## config.mk

```make
export PLATFORM = sky130hd
export DESIGN_NAME = mandelbrot_escape_colorizer
export DESIGN_NICKNAME = d
export VERILOG_FILES = /design/src/hw/rtl/mec_pkg.sv /design/src/hw/rtl/mec_mul.sv /design/src/hw/rtl/mec_seq.sv /design/src/hw/rtl/mec_colour.sv /design/src/hw/rtl/mandelbrot_escape_colorizer.sv
export SDC_FILE = /design/constraint.sdc
export NUM_CORES = 2
export LEC_CHECK = 0
export ABC_AREA = 1
export BUFFER_PORTS_ARGS = -buffer_cell sky130_fd_sc_hd__buf_4
export CAP_MARGIN = 20
export CORE_MARGIN = 5
export CORE_UTILIZATION = 59
export DETAILED_ROUTE_END_ITERATION = 8
export HOLD_SLACK_MARGIN = 0.06
export PLACE_DENSITY = 0.82
export SETUP_SLACK_MARGIN = 0.05
export SLEW_MARGIN = 20
export SYNTH_ARGS = -nofsm -noshare
export SYNTH_HDL_FRONTEND = slang
export SYNTH_SLANG_ARGS = --single-unit
```

## constraint.sdc

```tcl
create_clock -name clk -period 7.81 [get_ports clk]
set_input_delay 1.1715 -clock clk [delete_from_list [all_inputs] [get_ports clk]]
set_output_delay 1.1715 -clock clk [all_outputs]
set_load 0.01 [all_outputs]
```

## src/hw/rtl/mec_pkg.sv

```systemverilog
package mec_pkg;

  localparam int DATA_W      = 32;
  localparam int ITER_W      = 16;
  localparam int CHAN_W      = 8;
  localparam int LIMIT_RESET = 100;
  localparam int HUE_STEP    = 60;
  localparam int HUE_SPAN    = 360;
  localparam int RAMP_MAX    = 60;

  localparam logic [CHAN_W-1:0] CHAN_FULL = 8'd128;
  localparam logic [CHAN_W-1:0] CHAN_ZERO = 8'd0;

  // register index decoded from paddr[2]
  localparam logic REG_ITER_LIMIT = 1'b0;

  typedef struct packed {
    logic [ITER_W-1:0] iterations;
    logic              escaped;
  } result_t;

  typedef struct packed {
    logic [CHAN_W-1:0] blue;
    logic [CHAN_W-1:0] green;
    logic [CHAN_W-1:0] red;
  } rgb_t;

  typedef logic [RAMP_MAX:0][CHAN_W-1:0] ramp_t;

  // rising edge of one hue sector, rounded to nearest, halves up
  function automatic ramp_t ramp_table();
    ramp_t t;
    for (int i = 0; i <= RAMP_MAX; i++) begin
      t[i] = CHAN_W'((128 * (HUE_STEP - i) + HUE_STEP / 2) / HUE_STEP);
    end
    return t;
  endfunction

endpackage

```

## src/hw/rtl/mec_mul.sv

```systemverilog
module mec_mul (
  input  logic                    clk,
  input  logic signed [31:0]      a,
  input  logic signed [31:0]      b,
  output logic signed [63:0]      p
);

  always_ff @(posedge clk) begin
    p <= a * b;
  end

endmodule

```

## src/hw/rtl/mec_seq.sv

```systemverilog
module mec_seq #(
  parameter int FRAC_BITS  = 28,
  parameter int COUNT_BITS = 16
) (
  input  logic                                clk,
  input  logic                                rst,
  input  logic                                start,
  input  logic signed [mec_pkg::DATA_W-1:0]   c_re,
  input  logic signed [mec_pkg::DATA_W-1:0]   c_im,
  input  logic [COUNT_BITS-1:0]               limit,
  input  logic                                out_free,
  output logic                                idle,
  output logic                                result_valid,
  output mec_pkg::result_t                    result
);

  typedef enum logic [2:0] {
    S_IDLE,
    S_MX,
    S_MY,
    S_MXY,
    S_UPD,
    S_DONE
  } state_t;

  localparam int ESC_SHIFT = 2 * FRAC_BITS + 2;
  localparam logic signed [63:0] VMAX = 64'sd2147483647;
  localparam logic signed [63:0] VMIN = -64'sd2147483647 - 64'sd1;

  state_t                            state;
  logic signed [mec_pkg::DATA_W-1:0] x, y, cr, ci;
  logic signed [mec_pkg::DATA_W-1:0] mul_a, mul_b;
  logic signed [63:0]                prod, xx, diff;
  logic signed [63:0]                re_sum, im_sum;
  logic [63:0]                       mag;
  logic [COUNT_BITS-1:0]             n;
  logic                              big;
  logic                              escaped;

  function automatic logic signed [31:0] sat32(input logic signed [63:0] v);
    if (v > VMAX) return VMAX[31:0];
    if (v < VMIN) return VMIN[31:0];
    return v[31:0];
  endfunction

  mec_mul u_mul (
    .clk (clk),
    .a   (mul_a),
    .b   (mul_b),
    .p   (prod)
  );

  // operand select for the shared multiplier: x*x, y*y, x*y in turn
  always_comb begin
    case (state)
      S_MY: begin
        mul_a = y;
        mul_b = y;
      end
      S_MXY: begin
        mul_a = x;
        mul_b = y;
      end
      default: begin
        mul_a = x;
        mul_b = x;
      end
    endcase
  end

  // both squares are non-negative, so the unsigned sum cannot wrap
  assign mag    = $unsigned(xx) + $unsigned(prod);
  assign re_sum = (diff >>> FRAC_BITS) + 64'(cr);
  assign im_sum = (prod >>> (FRAC_BITS - 1)) + 64'(ci);

  always_ff @(posedge clk) begin
    if (rst) begin
      state <= S_IDLE;
    end else begin
      case (state)
        S_IDLE: begin
          if (start) begin
            cr    <= c_re;
            ci    <= c_im;
            x     <= '0;
            y     <= '0;
            n     <= '0;
            state <= S_MX;
          end
        end
        S_MX: begin
          if (n >= limit) begin
            escaped <= 1'b0;
            state   <= S_DONE;
          end else begin
            state <= S_MY;
          end
        end
        S_MY: begin
          xx    <= prod;
          state <= S_MXY;
        end
        S_MXY: begin
          big   <= (mag >> ESC_SHIFT) != 64'd0;
          diff  <= xx - prod;
          state <= S_UPD;
        end
        S_UPD: begin
          if (big) begin
            escaped <= 1'b1;
            state   <= S_DONE;
          end else begin
            x     <= sat32(re_sum);
            y     <= sat32(im_sum);
            n     <= n + 1'b1;
            state <= S_MX;
          end
        end
        S_DONE: begin
          if (out_free) state <= S_IDLE;
        end
        default: state <= S_IDLE;
      endcase
    end
  end

  assign idle              = (state == S_IDLE);
  assign result_valid      = (state == S_DONE) && out_free;
  assign result.iterations = mec_pkg::ITER_W'(n);
  assign result.escaped    = escaped;

endmodule

```

## src/hw/rtl/mec_colour.sv

```systemverilog
module mec_colour (
  input  mec_pkg::result_t result,
  output mec_pkg::rgb_t    rgb
);

  typedef enum logic [2:0] {
    SEC_RY,
    SEC_YG,
    SEC_GC,
    SEC_CB,
    SEC_BM,
    SEC_MR
  } sector_t;

  localparam mec_pkg::ramp_t RAMP = mec_pkg::ramp_table();

  logic [8:0]                  hue;
  logic [6:0]                  r;
  logic [5:0]                  d;
  logic [mec_pkg::CHAN_W-1:0]  ramp;
  logic                        lit;
  sector_t                     sector;

  assign lit = result.escaped &&
               (result.iterations < mec_pkg::ITER_W'(mec_pkg::HUE_SPAN));
  assign hue = result.iterations[8:0];

  always_comb begin
    if      (hue < 9'd60)  sector = SEC_RY;
    else if (hue < 9'd120) sector = SEC_YG;
    else if (hue < 9'd180) sector = SEC_GC;
    else if (hue < 9'd240) sector = SEC_CB;
    else if (hue < 9'd300) sector = SEC_BM;
    else                   sector = SEC_MR;
  end

  // hue mod 120, then distance from the middle of the double sector
  always_comb begin
    if      (hue < 9'd120) r = hue[6:0];
    else if (hue < 9'd240) r = 7'(hue - 9'd120);
    else                   r = 7'(hue - 9'd240);
    if (r >= 7'd60) d = 6'(r - 7'd60);
    else            d = 6'(7'd60 - r);
  end

  assign ramp = RAMP[d];

  always_comb begin
    rgb = '{blue: mec_pkg::CHAN_ZERO, green: mec_pkg::CHAN_ZERO, red: mec_pkg::CHAN_ZERO};
    if (lit) begin
      case (sector)
        SEC_RY: begin
          rgb.red   = mec_pkg::CHAN_FULL;
          rgb.green = ramp;
        end
        SEC_YG: begin
          rgb.red   = ramp;
          rgb.green = mec_pkg::CHAN_FULL;
        end
        SEC_GC: begin
          rgb.green = mec_pkg::CHAN_FULL;
          rgb.blue  = ramp;
        end
        SEC_CB: begin
          rgb.green = ramp;
          rgb.blue  = mec_pkg::CHAN_FULL;
        end
        SEC_BM: begin
          rgb.red   = ramp;
          rgb.blue  = mec_pkg::CHAN_FULL;
        end
        default: begin
          rgb.red   = mec_pkg::CHAN_FULL;
          rgb.blue  = ramp;
        end
      endcase
    end
  end

endmodule

```

## src/hw/rtl/mandelbrot_escape_colorizer.sv

```systemverilog
// channel   dir  fields (lsb first)
// s_axis    in   tdata: c_real[31:0], c_imag[63:32]
// m_axis    out  tdata: iterations[15:0], escaped[16], red[24:17], green[32:25],
//                blue[40:33], zero[47:41]
// apb       in   iteration_limit at byte address 0
//
// for each iteration of a point, the one 32x32 multiplier forms x*x, y*y and x*y in
// turn, then the update is made
// s_axis_tready is high only while the sequencer is idle
// a finished result sits in the output register; the next point is taken meanwhile
// reset (rst, synchronous) sets the limit to 100 and empties the output register
module mandelbrot_escape_colorizer #(
  parameter int FRAC_BITS  = 28,
  parameter int COUNT_BITS = 16
) (
  input  logic        clk,
  input  logic        rst,
  input  logic        psel,
  input  logic        penable,
  input  logic        pwrite,
  input  logic [2:0]  paddr,
  input  logic [31:0] pwdata,
  output logic [31:0] prdata,
  output logic        pready,
  input  logic        s_axis_tvalid,
  output logic        s_axis_tready,
  input  logic [63:0] s_axis_tdata,   // c_real, c_imag
  output logic        m_axis_tvalid,
  input  logic        m_axis_tready,
  output logic [47:0] m_axis_tdata    // iterations, escaped, red, green, blue
);

  logic [COUNT_BITS-1:0] limit;
  logic                  out_free;
  logic                  result_valid;
  mec_pkg::result_t      result;
  mec_pkg::rgb_t         rgb;

  assign pready = 1'b1;
  assign prdata = (paddr[2] == mec_pkg::REG_ITER_LIMIT) ? 32'(limit) : 32'd0;

  always_ff @(posedge clk) begin
    if (rst) begin
      limit <= COUNT_BITS'(mec_pkg::LIMIT_RESET);
    end else if (psel && penable && pwrite && pready &&
                 paddr[2] == mec_pkg::REG_ITER_LIMIT) begin
      limit <= COUNT_BITS'(pwdata[15:0]);
    end
  end

  assign out_free = !m_axis_tvalid || m_axis_tready;

  mec_seq #(
    .FRAC_BITS  (FRAC_BITS),
    .COUNT_BITS (COUNT_BITS)
  ) u_seq (
    .clk          (clk),
    .rst          (rst),
    .start        (s_axis_tvalid),
    .c_re         (s_axis_tdata[31:0]),
    .c_im         (s_axis_tdata[63:32]),
    .limit        (limit),
    .out_free     (out_free),
    .idle         (s_axis_tready),
    .result_valid (result_valid),
    .result       (result)
  );

  mec_colour u_colour (
    .result (result),
    .rgb    (rgb)
  );

  always_ff @(posedge clk) begin
    if (rst) begin
      m_axis_tvalid <= 1'b0;
    end else if (result_valid) begin
      m_axis_tvalid <= 1'b1;
      m_axis_tdata  <= {7'd0, rgb.blue, rgb.green, rgb.red,
                        result.escaped, result.iterations};
    end else if (m_axis_tready) begin
      m_axis_tvalid <= 1'b0;
    end
  end

endmodule

```

==> flow_summary_export.csv <==
group,metric,value,unit
cts,cts_root_buf,"clkbuf_16",
die,start_util,0.593,
cts,clkLatencyLatePin,600,ps
routing,vias,54700,
logic_synthesis,netlist_area,0.0613,mm2
logic_synthesis,synth-adder-area-share,0.440,
logic_synthesis,synth_compound_area_frac,0.0797,
placement,gp_congestion,1.04,
worst_setup_path,crit_fanout,33,
run,maxCapViolCount,0,
logic_synthesis,synth-simple-area-share,0.170,
routing,antenna_left,0,
logic_synthesis,ys_types,55,
placement,dpl.hpwl,179000,um
worst_setup_path,cp_common_cell,"fa_1",
cells_and_area,drive_above_1_share,0.189,
die,fp.dieW,332,um
worst_hold_path,min_from,"u_seq.u_mul.p[0]",
placement,placement.cell_area,0.0695,mm2
timing,skew,27.0,ps
global_route,antenna_found_initial,1,
timing,timing.final.crit_share,1.03,
logic_synthesis,async_flop_share,0,
logic_synthesis,synth_top_family_by_area,"adder cells",
status,status,"finished, violations left",
timing,rsz0062_at_grt,"yes",
timing,fin_tns_setup,-3570,ps
cts,clk_pin_slew,70,ps
timing,slew_violations,0,
logic_synthesis,yosys_most_used_dff,"edfxtp_1",
die,io_pins,189,
worst_setup_path,end_kind,"flop",
logic_synthesis,synth_area_leaders,"fa_1 (35%), edfxtp_1 (14%), inv_1 (9.8%)",
logic_synthesis,yosys-top-cells-count,"inv_1 (1595), nand2_1 (1204), fa_1 (1084)",
die,fp.dieH,332,um
timing,timing.fmax,124,MHz
cts,clk_path_buf_depth,3,
cts,tritoncts,"built",
die,die_area,0.110,mm2
worst_setup_path,setup.worst_path.class,"flop to flop",
global_route,grt_max_degree,65,
global_route,grt_pass1_wl,328000,um
global_route,grt_pass1_vias,55700,
logic_synthesis,synth_edf_count,287,
cells_and_area,design_area,0.0744,mm2
worst_setup_path,slowest_delay,600,ps
logic_synthesis,synth.area.mux_share,0,
timing,worstMarginPinSlew,1030,ps
worst_setup_path,critPathArrivalTime,8590,ps
timing,post-route-min-period,8070,ps
cells_and_area,nets,9753,
cts,clock_sinks,371,
logic_synthesis,synthCells,7382,
logic_synthesis,synth_xor_xnor_area_share,0.0254,
timing,whs,459,ps
logic_synthesis,yosysTopAreaCellShare,0.354,
routing,drt-pass1-iter-count,8,
logic_synthesis,ys_seq_area_frac,0.168,
worst_hold_path,hold_class,"flop to flop",
cts,numCtsBuffers,39,
timing,hold_viol_final,0,
timing,layout_setup_ws,-258,ps
cells_and_area,area.growth.synth_to_final,21.4,%
logic_synthesis,ys_warn_count,0,
logic_synthesis,post-synth-top-count-cell,"inv_1",
routing,vias_per_cell,5.73,
placement,io_buffer_count,146,
status,violations,"negative setup slack",
timing,relSlewSlack,0.311,
logic_synthesis,ys_ff_latch,371,
logic_synthesis,synth.largest_area_cell,"fa_1",
worst_setup_path,startpoint,"u_seq.state[1]",
worst_setup_path,r2r-start,"u_seq.state[1]",
routing,totalWireLength,218000,um
logic_synthesis,avgSynthCellArea,8.30,um2
timing,final-setup-viol-count,29,
global_route,grt_overflow_total,0,
worst_setup_path,crit_required,8330,ps
worst_setup_path,cp-start-kind,"flop",
global_route,track_usage,0.389,
cts,htreeDepth,2,
die,core-area,0.103,mm2
die,rows,118,
worst_setup_path,cp_slowest_cell,"fa_2",
routing,avgRoutedWirePerCell,22.8,um
routing,drt-initial-drc-count,5967,
routing,drcViolationCount,0,
## flip-flops by register name (all words and copies together), names as in the netlist
register       cells
u_seq.diff        36
u_seq.y           32
m_axis_tdata      41
u_seq.u_mul.p     64
u_seq.escaped      1
m_axis_tvalid      1
u_seq.xx          64
u_seq.x           32
u_seq.cr          32
limit             16
u_seq.big          1
u_seq.n           16
u_seq.ci          32
u_seq.state        3
## timing repair
item | in CTS | in global routing
endpoints found under the setup margin | 42 | 44
pin swaps | 127 | 144
hold buffers | 0 | 0
gates cloned | 2 | 3
gates resized for setup | 337 | 298
setup buffers | 69 | 45
## worst max-delay path: cells and delay by family, from the launching register on
kind / cells / cell delay, ps
compound gates: 3 / 430
xor+xnor: 1 / 160
fa+ha+maj: 9 / 4310
buf+inv: 12 / 1690
flops: 1 / 330
simple gates: 7 / 1050
## through the flow
step	worst slack, ps	std cells	util
global route	-475	9555	0.720
global placement	-586	9364	0.673
CTS	-192	9507	0.705
finish	-258	9561	0.720
detailed placement	-759	9364	0.673
floorplan	-2.91	7404	-
## cell usage in the layout (no fill, tap or decap), types with 24 or more instances in the layout
master,count
buf_12,105
a21o_1,29
ha_1,375
nand2_2,58
nand2_1,1147
nor2_2,45
o21ai_2,49
buf_6,47
a21oi_1,362
buf_4,763
a21oi_2,46
conb_1,24
fa_1,1026
ha_4,43
o21bai_1,29
nor3_1,45
o21ai_0,178
dfxtp_1,83
nor2_4,40
o21ai_1,41
nand3_1,188
edfxtp_1,287
nand4_1,42
xnor2_1,52
inv_1,1525
a31oi_1,27
or2_2,28
clkbuf_16,46
nor2_1,925
inv_2,69
fa_2,58
xor2_1,113
## worst paths after layout
kind	to	slack, ps	depth (start not counted)
min	u_seq.xx[0]	460	0
max	u_seq.u_mul.p[62]	-260	32
min reg2reg	u_seq.xx[0]	460	0
max reg2reg	u_seq.u_mul.p[62]	-260	32
## cell families (layout without fill, tap and decap cells)
kind of cell             count (synthesis)  after routing
AND/OR/NAND/NOR                       2589           2589
buffers and inverters                 1859           2629
adder cells (fa/ha/maj)               1503           1503
AO/OA/AOI/OAI                          881            882
flip-flops                             371            371
XOR/XNOR                               177            177
other                                    2             30
## routing by layer
layer	track usage	vias to the layer above	wire (um)
li1	-	24000	-
met1	0.537	26900	85100
met2	0.585	3122	94900
met3	0.104	666	25500
met4	0.169	4	12700
met5	0	-	199
## cell type report
type | count | area, um2
Clock buffer | 47 | 1080
Clock inverter | 25 | 278
Fill cell | 7620 | 29000
Sequential cell | 371 | 10300
Antenna cell | 6 | 15.0
Inverter | 1625 | 6140
Tap cell | 1380 | 1730
Timing Repair Buffer | 932 | 8660
Multi-Input combinational cell | 5175 | 46200
Power is not shown: default switching activity piles up to over one toggle a cycle in this logic, so the estimate is an artifact.
